==> config.mk <==
export PLATFORM = sky130hd
export DESIGN_NAME = track_superlayer_break_filter_unit
export DESIGN_NICKNAME = d
export VERILOG_FILES = /design/src/rtl/tsbf_pkg.sv /design/src/rtl/tsbf_hit_store.sv /design/src/rtl/track_superlayer_break_filter_unit.sv
export VERILOG_INCLUDE_DIRS = /design/src /design/src/rtl
export SDC_FILE = /design/constraint.sdc
export NUM_CORES = 2
export LEC_CHECK = 0
export BUFFER_PORTS_ARGS = -buffer_cell sky130_fd_sc_hd__buf_2
export CAP_MARGIN = 10
export CORE_MARGIN = 2
export CORE_UTILIZATION = 45
export DETAILED_ROUTE_END_ITERATION = 16
export PLACE_DENSITY = 0.59
export SLEW_MARGIN = 20
export SYNTH_ARGS = -nofsm -noshare
export SYNTH_HDL_FRONTEND = slang
export SYNTH_SLANG_ARGS = --single-unit
==> constraint.sdc <==
create_clock -name clk -period 10.2 [get_ports clk]
set_clock_uncertainty 0.1 [all_clocks]
set_input_delay 1.53 -clock clk [delete_from_list [all_inputs] [get_ports clk]]
set_output_delay 1.53 -clock clk [all_outputs]
set_load 0.1 [all_outputs]
==> src/rtl/track_superlayer_break_filter_unit_defines.svh <==
// Assertion macros shared by the filter RTL.
`ifndef TRACK_SUPERLAYER_BREAK_FILTER_UNIT_DEFINES_SVH
`define TRACK_SUPERLAYER_BREAK_FILTER_UNIT_DEFINES_SVH

// Same-cycle implication, sampled on clk, held off during reset.
`define TSBF_ASSERT_NOW(label, ante, cons) \
    label: assert property (@(posedge clk) disable iff (!rst_n) (ante) |-> (cons)) \
        else $error("tsbf: same-cycle check failed");

// Next-cycle implication, sampled on clk, held off during reset.
`define TSBF_ASSERT_NEXT(label, ante, cons) \
    label: assert property (@(posedge clk) disable iff (!rst_n) (ante) |=> (cons)) \
        else $error("tsbf: next-cycle check failed");

`endif

==> src/rtl/tsbf_pkg.sv <==
package tsbf_pkg;

    localparam int MAX_HITS  = 64;
    localparam int NUM_SL    = 9;

    localparam int ARC_W     = 24;
    localparam int APO_W     = 23;
    localparam int LAYER_W   = 4;
    localparam int IDX_W     = $clog2(MAX_HITS);
    localparam int CNT_W     = $clog2(MAX_HITS + 1);
    localparam int LCNT_W    = 7;
    localparam int STEP_W    = LAYER_W + 1;

    localparam logic [LCNT_W-1:0]  LCNT_MAX = {LCNT_W{1'b1}};
    localparam logic [LAYER_W-1:0] BRK_NONE = LAYER_W'(NUM_SL);

    typedef logic signed [ARC_W-1:0] arc_t;
    typedef logic [LAYER_W-1:0]      layer_t;
    typedef logic [IDX_W-1:0]        idx_t;

endpackage

==> src/rtl/tsbf_hit_store.sv <==
module tsbf_hit_store
(
    input  logic            clk,
    input  logic            we,
    input  tsbf_pkg::idx_t   waddr,
    input  tsbf_pkg::arc_t   warc,
    input  tsbf_pkg::layer_t wlayer,
    input  tsbf_pkg::idx_t   raddr,
    output tsbf_pkg::arc_t   rarc,
    output tsbf_pkg::layer_t rlayer
);
    import tsbf_pkg::*;

    arc_t   arc_mem   [MAX_HITS];
    layer_t layer_mem [MAX_HITS];
    arc_t   rarc_reg;
    layer_t rlayer_reg;

    always_ff @(posedge clk)
    begin
        if (we)
        begin
            arc_mem[waddr]   <= warc;
            layer_mem[waddr] <= wlayer;
        end
        rarc_reg   <= arc_mem[raddr];
        rlayer_reg <= layer_mem[raddr];
    end

    assign rarc   = rarc_reg;
    assign rlayer = rlayer_reg;

endmodule

==> src/rtl/track_superlayer_break_filter_unit.sv <==
// Superlayer break filter for the hits of one track. Hits are taken one per cycle
// while collecting (s_tready high) and stored, up to MAX_HITS; extra hits are dropped
// and flagged. After the hit marked by s_tlast the block is busy: a layer scan walks
// all NUM_SL layer counters, a hole search steps by two from the first used layer, and
// then each stored hit yields one result, set by the registered read of the hit store
// followed by the shared keep compare; a result held back by m_tready stalls the next
// read. The next track may start while the last result still waits on the output.
`include "track_superlayer_break_filter_unit_defines.svh"

module track_superlayer_break_filter_unit
(
    input  logic        clk,
    input  logic        rst_n,
    input  logic        s_tvalid,
    output logic        s_tready,
    input  logic [31:0] s_tdata,   // arc_length[23:0], super_layer[27:24], zero[31:28]
    input  logic        s_tlast,   // last_hit
    output logic        m_tvalid,
    input  logic        m_tready,
    output logic [15:0] m_tdata,   // hit_index[5:0], keep[6], clear_taken[7],
                                   // break_layer[11:8], overflowed[12], zero[15:13]
    output logic        m_tlast,   // last_result
    input  logic        cfg_we,
    input  logic [tsbf_pkg::APO_W-1:0] cfg_wdata
);
    import tsbf_pkg::*;

    localparam logic [2:0] S_COLLECT = 3'd0;
    localparam logic [2:0] S_SCAN    = 3'd1;
    localparam logic [2:0] S_STEP    = 3'd2;
    localparam logic [2:0] S_READ    = 3'd3;
    localparam logic [2:0] S_EMIT    = 3'd4;

    logic [2:0]         state_reg, state_next;
    logic [APO_W-1:0]   apogee_reg;
    logic [LCNT_W-1:0]  lcnt_reg [NUM_SL];
    logic [CNT_W-1:0]   hit_count_reg;
    logic               ovf_reg;
    logic [STEP_W-1:0]  i_reg, i_next;
    layer_t             first_reg, first_next;
    layer_t             last_reg, last_next;
    logic               found_reg, found_next;
    layer_t             brk_reg, brk_next;
    idx_t               k_reg, k_next;

    logic               m_tvalid_reg;
    idx_t               out_idx_reg;
    logic               out_keep_reg;
    logic               out_clear_reg;
    layer_t             out_brk_reg;
    logic               out_ovf_reg;
    logic               out_last_reg;

    arc_t               in_arc;
    layer_t             in_layer;
    logic               in_accept;
    logic               in_store;
    logic               in_fwd;
    logic [LCNT_W-1:0]  cnt_sel;
    arc_t               rd_arc;
    layer_t             rd_layer;
    logic               out_load;
    logic               k_last;
    logic               has_break;
    logic               keep_calc;
    logic               track_done;

    assign in_arc    = s_tdata[ARC_W-1:0];
    assign in_layer  = s_tdata[ARC_W +: LAYER_W];
    assign s_tready  = (state_reg == S_COLLECT);
    assign in_accept = s_tvalid && s_tready;
    assign in_store  = in_accept && (hit_count_reg < CNT_W'(MAX_HITS));
    assign in_fwd    = !in_arc[ARC_W-1] && (in_arc[APO_W-1:0] != '0)
                       && (in_arc[APO_W-1:0] <= apogee_reg)
                       && (in_layer < LAYER_W'(NUM_SL));

    tsbf_hit_store u_store
    (
        .clk    (clk),
        .we     (in_store),
        .waddr  (hit_count_reg[IDX_W-1:0]),
        .warc   (in_arc),
        .wlayer (in_layer),
        .raddr  (k_reg),
        .rarc   (rd_arc),
        .rlayer (rd_layer)
    );

    always_comb
    begin
        cnt_sel = '0;
        for (int j = 0; j < NUM_SL; j++)
        begin
            if (i_reg == STEP_W'(j))
            begin
                cnt_sel = lcnt_reg[j];
            end
        end
    end

    assign has_break  = (brk_reg != BRK_NONE);
    assign keep_calc  = !has_break
                        || (!rd_arc[ARC_W-1] && (rd_arc[APO_W-1:0] < apogee_reg)
                            && (rd_layer < brk_reg));
    assign k_last     = (({1'b0, k_reg} + CNT_W'(1)) == hit_count_reg);
    assign out_load   = (state_reg == S_EMIT) && (!m_tvalid_reg || m_tready);
    assign track_done = out_load && k_last;

    always_comb
    begin
        state_next = state_reg;
        i_next     = i_reg;
        first_next = first_reg;
        last_next  = last_reg;
        found_next = found_reg;
        brk_next   = brk_reg;
        k_next     = k_reg;
        case (state_reg)
            S_COLLECT:
            begin
                if (in_accept && s_tlast)
                begin
                    state_next = S_SCAN;
                    i_next     = '0;
                    found_next = 1'b0;
                    first_next = '0;
                    last_next  = '0;
                end
            end
            S_SCAN:
            begin
                if (cnt_sel != '0)
                begin
                    if (!found_reg)
                    begin
                        first_next = i_reg[LAYER_W-1:0];
                    end
                    last_next  = i_reg[LAYER_W-1:0];
                    found_next = 1'b1;
                end
                if (i_reg == STEP_W'(NUM_SL - 1))
                begin
                    state_next = S_STEP;
                    i_next     = {1'b0, first_next};
                end
                else
                begin
                    i_next = i_reg + STEP_W'(1);
                end
            end
            S_STEP:
            begin
                if (!found_reg || (i_reg > {1'b0, last_reg}))
                begin
                    brk_next   = BRK_NONE;
                    k_next     = '0;
                    state_next = S_READ;
                end
                else if (cnt_sel == '0)
                begin
                    brk_next   = i_reg[LAYER_W-1:0];
                    k_next     = '0;
                    state_next = S_READ;
                end
                else
                begin
                    i_next = i_reg + STEP_W'(2);
                end
            end
            S_READ:
            begin
                state_next = S_EMIT;
            end
            S_EMIT:
            begin
                if (out_load)
                begin
                    if (k_last)
                    begin
                        state_next = S_COLLECT;
                    end
                    else
                    begin
                        k_next     = k_reg + IDX_W'(1);
                        state_next = S_READ;
                    end
                end
            end
            default:
            begin
                state_next = S_COLLECT;
            end
        endcase
    end

    always_ff @(posedge clk or negedge rst_n)
    begin
        if (!rst_n)
        begin
            state_reg     <= S_COLLECT;
            apogee_reg    <= '0;
            hit_count_reg <= '0;
            ovf_reg       <= 1'b0;
            m_tvalid_reg  <= 1'b0;
            i_reg         <= '0;
            first_reg     <= '0;
            last_reg      <= '0;
            found_reg     <= 1'b0;
            brk_reg       <= BRK_NONE;
            k_reg         <= '0;
            for (int j = 0; j < NUM_SL; j++)
            begin
                lcnt_reg[j] <= '0;
            end
        end
        else
        begin
            state_reg <= state_next;
            i_reg     <= i_next;
            first_reg <= first_next;
            last_reg  <= last_next;
            found_reg <= found_next;
            brk_reg   <= brk_next;
            k_reg     <= k_next;

            if (cfg_we)
            begin
                apogee_reg <= cfg_wdata;
            end

            if (track_done)
            begin
                hit_count_reg <= '0;
                ovf_reg       <= 1'b0;
            end
            else if (in_store)
            begin
                hit_count_reg <= hit_count_reg + CNT_W'(1);
            end
            else if (in_accept)
            begin
                ovf_reg <= 1'b1;
            end

            for (int j = 0; j < NUM_SL; j++)
            begin
                if (track_done)
                begin
                    lcnt_reg[j] <= '0;
                end
                else if (in_store && in_fwd && (in_layer == LAYER_W'(j))
                         && (lcnt_reg[j] != LCNT_MAX))
                begin
                    lcnt_reg[j] <= lcnt_reg[j] + LCNT_W'(1);
                end
            end

            if (out_load)
            begin
                m_tvalid_reg <= 1'b1;
            end
            else if (m_tready)
            begin
                m_tvalid_reg <= 1'b0;
            end
        end
    end

    always_ff @(posedge clk)
    begin
        if (out_load)
        begin
            out_idx_reg   <= k_reg;
            out_keep_reg  <= keep_calc;
            out_clear_reg <= has_break;
            out_brk_reg   <= brk_reg;
            out_ovf_reg   <= ovf_reg;
            out_last_reg  <= k_last;
        end
    end

    assign m_tvalid = m_tvalid_reg;
    assign m_tlast  = out_last_reg;
    assign m_tdata  = {3'b000, out_ovf_reg, out_brk_reg, out_clear_reg, out_keep_reg,
                       out_idx_reg};

    `TSBF_ASSERT_NOW(a_emit_index_in_range, state_reg == S_EMIT,
                     ({1'b0, k_reg} < hit_count_reg))
    `TSBF_ASSERT_NEXT(a_track_clears, track_done,
                      (hit_count_reg == '0) && !ovf_reg && (state_reg == S_COLLECT))
    `TSBF_ASSERT_NEXT(a_full_sets_overflow,
                      in_accept && !in_store && !track_done, ovf_reg)

endmodule
After elaboration in Yosys (flattened, before gate mapping)
Memory sizes are Yosys's and may differ from the RTL's. A register that Yosys moved wholly into a read port is not among the register bits.
Index checks and enable logic that the tools add are counted.
- register bits: 136
- bits in writable memories: 1792
- bits of input ports: 61
- output and inout bits: 19
- word-level logic and storage cells: 218
- memories kept: 2
- $add $sub $neg: 14
- magnitude comparators: 6
- equality and inequality tests: 40
- mux-type cells: 64
- reduce and logical (&&, ||, !) cells: 66
- memory list (memory ; depth ; bits a word ; read ports ; clocked after memory_dff ; write ports ; line ; text):
    u_store.arc_mem ; 64 ; 24 ; 1 ; 1 ; 1 ; tsbf_hit_store.sv:14 ; arc_t arc_mem [MAX_HITS];
    u_store.layer_mem ; 64 ; 4 ; 1 ; 1 ; 1 ; tsbf_hit_store.sv:15 ; layer_t layer_mem [MAX_HITS];
- operators with widths (operator ; number):
    7-bit two-way mux ; 29
    7-bit by 1-bit adder with 7-bit output, second input constant ; 10
    7-bit != test, second input constant ; 9
    2-bit nonzero test ; 15
    1-bit logical AND ; 29
    4-bit two-way mux ; 6
    6-bit two-way mux ; 4
    23-bit less-or-equal comparator ; 1
    23-bit < comparator ; 1
    23-bit nonzero test ; 1
    5-bit by 3-bit equality test with 1-bit output, second input constant ; 4
    5-bit two-way mux ; 4
    4-bit by 3-bit equality test with 1-bit output, second input constant ; 4
    4-bit case mux with 2 select lines ; 2
    3-bit two-way mux ; 5
    3-bit case mux with 5 select lines ; 1
    5-bit case mux with 3 select lines ; 1
    2-bit != test, second input constant ; 6
    6-bit case mux with 2 select lines ; 1
    4-bit AND reduction ; 3
    5-bit by 2-bit equality test with 1-bit output, second input constant ; 2
    1-bit two-way mux ; 9
    4-bit by 2-bit equality test with 1-bit output, second input constant ; 2
    6-bit by 1-bit adder with 7-bit output, second input constant ; 1
    other kinds (30) ; 40

Logic depth before layout (Yosys ltp)
- depth in word-level cells: 14
- mapped depth: 14
- depth with buffers taken out: 10

Cells and area by module
Synthesis repeated with hierarchy kept, for this count alone.
- cells, all modules: 4000
- area total of the unflattened synthesis: 77450.5 µm²
- modules (own cells, without submodules) (module ; times used ; cells an instance ; area each (µm²) ; seq. area each (µm²)):
    tsbf_hit_store ; 1 ; 3085 ; 69075.0 ; 54372.1
    track_superlayer_break_filter_unit ; 1 ; 915 ; 8375.5 ; 3475.8

Least setup slack after synthesis
OpenSTA, ideal clock, no wires.
- kind: input port to flip-flop
- start point: input port s_tvalid
- end point: memory u_store.arc_mem[48][0] (netlist bit) (enable)
- library setup time: 0.485 ns
- arrival time: 5.201 ns
- required time: 9.615 ns
- path slack: 4.414 ns
- stages on the path: 6
- path buffers: 2
- cell sequence: and2_1 -> buf_4 -> and2b_1 -> clkbuf_1 -> nand4b_1 -> nor4_1
- word-level cells in the longest chain between the ends: 4
- RTL lines (item ; line ; text):
    start, declared ; track_superlayer_break_filter_unit.sv:14 ; input logic s_tvalid,
    1-bit logical AND ; track_superlayer_break_filter_unit.sv:71 ; assign in_accept = s_tvalid && s_tready;
    1-bit logical AND ; track_superlayer_break_filter_unit.sv:72 ; assign in_store = in_accept && (hit_count_reg < CNT_W'(MAX_HITS));
    1-bit two-way mux ; tsbf_hit_store.sv:21 ; if (we)
    1-bit two-way mux (implied by the code) ; tsbf_hit_store.sv:23 ; arc_mem[waddr] <= warc;
    end, declared ; tsbf_hit_store.sv:14 ;
Every way passes these cells.

==> results.sh <==
export IMPL_outcome="finished, final reports clean"
export IMPL_holdPathStages=0
export IMPL_ys_seq_area_share_pct=73.9
export IMPL_crit_chain="buf_4 -> buf_4 -> buf_12 -> mux4_2 -> o22ai_1 -> nor3_1 -> a211oi_1 -> a21oi_1"
export IMPL_setup_viol=0
export IMPL_clkTransAtPathRegs_ns=0.06
export IMPL_yosys_warnings=0
export IMPL_synth_most_common_cell="edfxtp_1"
export IMPL_yosysTopAreaCell="edfxtp_1"
export IMPL_cts_buffers=196
export IMPL_io_buffers=72
export IMPL_cts_tree="yes"
export IMPL_area_growth_pct=13.0
export IMPL_pin_count=80
export IMPL_worstMarginPinSlew_ns=1.30
export IMPL_period_share_pct=48.7
export IMPL_relSlewSlack_pct=12.8
export IMPL_post_route_util_pct=51.0
export IMPL_min_from="ovf_reg"
export IMPL_die_width_um=421
export IMPL_drive_gt1_share_pct=19.1
export IMPL_regArea_um2=57900
export IMPL_syn_inst=4531
export IMPL_crit_arrival_ns=5.50
export IMPL_syn_avg_cell_area_um2=17.3
export IMPL_h_tree_depth=4
export IMPL_start_kind="flop"
export IMPL_clock_sinks=1956
export IMPL_max_freq_mhz=201
export IMPL_r2r_start="k_reg[1]"
export IMPL_cts_resized_gates=0
export IMPL_ys_flop_type="edfxtp_1"
export IMPL_nFillCells=14100
export IMPL_synth_edf_count=1806
export IMPL_vias_per_cell=6.02
export IMPL_dp_hpwl_um=116000
export IMPL_peakVddDrop_uv=211
export IMPL_leakage_nw=27.2
export IMPL_worstSetupPathType="flop to flop"
export IMPL_drc_errors=0
export IMPL_grt_pass1_wl_um=306000
export IMPL_synthTopCellsByArea="edfxtp_1 69%, mux4_2 6.4%, mux2i_1 4.4%"
export IMPL_rsz0062_at_grt="false"
export IMPL_maxSlewViolCount=0
export IMPL_multi_input_area_um2=19600
export IMPL_die_area_um2=177000
export IMPL_power_density_nw_per_um2=209
export IMPL_r2r_slack_ns=5.24
export IMPL_fin_total_pwr_mw=18.4
export IMPL_vias=43200
export IMPL_avgRoutedWirePerCell_um=29.9
export IMPL_rows=153
export IMPL_track_usage_pct=23.9
export IMPL_overflow=0
export IMPL_critPathMaxStageDelay_ns=0.96
export IMPL_hold_path_class="flop to flop"
export IMPL_path_max_fanout=90
export IMPL_dr_pass1_iters=6
export IMPL_crit_path_frequent_cell="buf_4"
export IMPL_rr_endpoint="u_store.rarc[22]"
export IMPL_clock_latency_ns=0.83
export IMPL_min_period_ns=4.96
export IMPL_finalHoldViolCount=0
export IMPL_synth_cell_types=78
export IMPL_largest_reg_flops=1536
export IMPL_die_y_um=421
export IMPL_maxCapViolations=0
export IMPL_ff2ff_path_depth=8
export IMPL_endpoint_kind="flop"
export IMPL_antenna_found_initial=9
export IMPL_fin_tns_setup_ns=0
export IMPL_cts_buffer_depth=3
export IMPL_grt_pass1_vias=42600
export IMPL_async_flop_share_pct=6.24
export IMPL_fin_nets=4803
export IMPL_synth_top_area_share_pct=69.3
export IMPL_wl_um=215000
export IMPL_crit_family="buffers and inverters"
export IMPL_synth_area_um2=78300
export IMPL_min_to="out_ovf_reg"
export IMPL_gp_congestion=0.838
export IMPL_critical_path_required_ns=10.73
export IMPL_grt_max_degree=121
export IMPL_yosys_top_cells_count="1806 x edfxtp_1, 344 x a21oi_1, 341 x mux2i_1"
export IMPL_ant_nets=0
export IMPL_crit_buf_inv=3
export IMPL_crit_slowest_cell="a211oi_1"
export IMPL_cts_setup_buffers=0
export IMPL_synth_seq_cells=1956
export IMPL_cts_root_buf="clkbuf_16"
export IMPL_drt_iter0_markers=5098
export IMPL_core_um2=173000
export IMPL_hold_buffers=0
export IMPL_start_util_pct=45.2
## cell type report
type	instances	area share, %
Antenna cell	4	0.0113
Clock buffer	264	6.00
Clock inverter	102	1.05
Inverter	58	0.252
Multi-Input combinational cell	2249	22.2
Sequential cell	1956	65.5
Tap cell	2325	3.29
Timing Repair Buffer	213	1.74
## cells in the final DEF, fill, tap and decap left out, types with 43 or more instances in the layout
cell type  synthesis  routed
ha_1              68      68
o22ai_1          116     116
o21ai_0          195     195
dfrtp_1          120     115
nor3_1            77      76
clkbuf_1         167      56
nor2_4             0      62
nand2_1          118     116
inv_1             57      57
a21oi_1          344     344
mux2_2           114     114
edfxtp_1        1806    1806
nor2_1           176     113
mux4_2           224     224
o221ai_1         113     113
buf_4              7     133
buf_2             32      70
clkbuf_16          0     198
mux2i_1          341     341
clkinv_1           1      43
## where the power goes
| group | internal, mW | switching (mW) | total, mW |
|---|---|---|---|
| sequential | 8.89 | 0.132 | 9.03 |
| clock | 4.00 | 3.03 | 7.03 |
| combinational | 0.784 | 1.60 | 2.38 |
## how the worst max path moves through the flow
stage,start,to,slack (ns),depth (start not counted)
after global routing,k_reg[1],u_store.rarc[19],5.09,8
after detailed placement,s_tdata[5],lcnt_reg[19],4.59,10
final,k_reg[1],u_store.rarc[22],5.24,8
after global placement,s_tdata[5],lcnt_reg[54],4.58,10
after CTS,k_reg[1],u_store.rlayer[2],5.33,8
after floorplan,s_tvalid,u_store.arc_mem[48][0],4.41,6
## logic make-up (layout without fill, tap and decap cells)
| kind of cell | count (synthesis) | count (layout) | synth area share (%) |
|---|---|---|---|
| other | 1 | 7 | 0.00479 |
| adder cells (fa/ha/maj) | 68 | 68 | 1.09 |
| AO/OA/AOI/OAI | 905 | 905 | 7.02 |
| XOR/XNOR | 11 | 11 | 0.123 |
| buffers and inverters | 328 | 637 | 1.70 |
| flip-flops | 1956 | 1956 | 73.9 |
| multiplexers | 679 | 679 | 12.4 |
| AND/OR/NAND/NOR | 583 | 583 | 3.69 |
## worst register-to-register path, stage by stage, from the launching register on
cell	delay [ns]
dfrtp_4	0.90
buf_4	0.58
buf_4	0.64
buf_12	0.53
mux4_2	0.58
o22ai_1	0.17
nor3_1	0.14
a211oi_1	0.96
a21oi_1	0.19
## through the flow
stage | setup WS [ns] | instance area (um2) | std cells | hold slack (ns)
6_report | 5.24 | 88400 | 7171 | 0.366
5_1_grt | 5.09 | 88400 | 7168 | 0.369
4_1_cts | 5.33 | 88300 | 7166 | 0.358
3_5_place_dp | 4.59 | 82100 | 6800 | 0.344
3_3_place_gp | 4.58 | 82100 | 6800 | 0.333
2_1_floorplan | 4.41 | 78300 | 4533 | 0.320
## routing by layer
metal  global-route usage, %  share of wire, %  up-vias
met5                       0            0.0051        -
met3                    4.24               7.2      291
met4                    7.31               2.8        2
met2                    39.0                48     1563
met1                    33.0                42    22700
li1                        -                 -    18700
No activity file was read; power rests on OpenSTA's default activity.
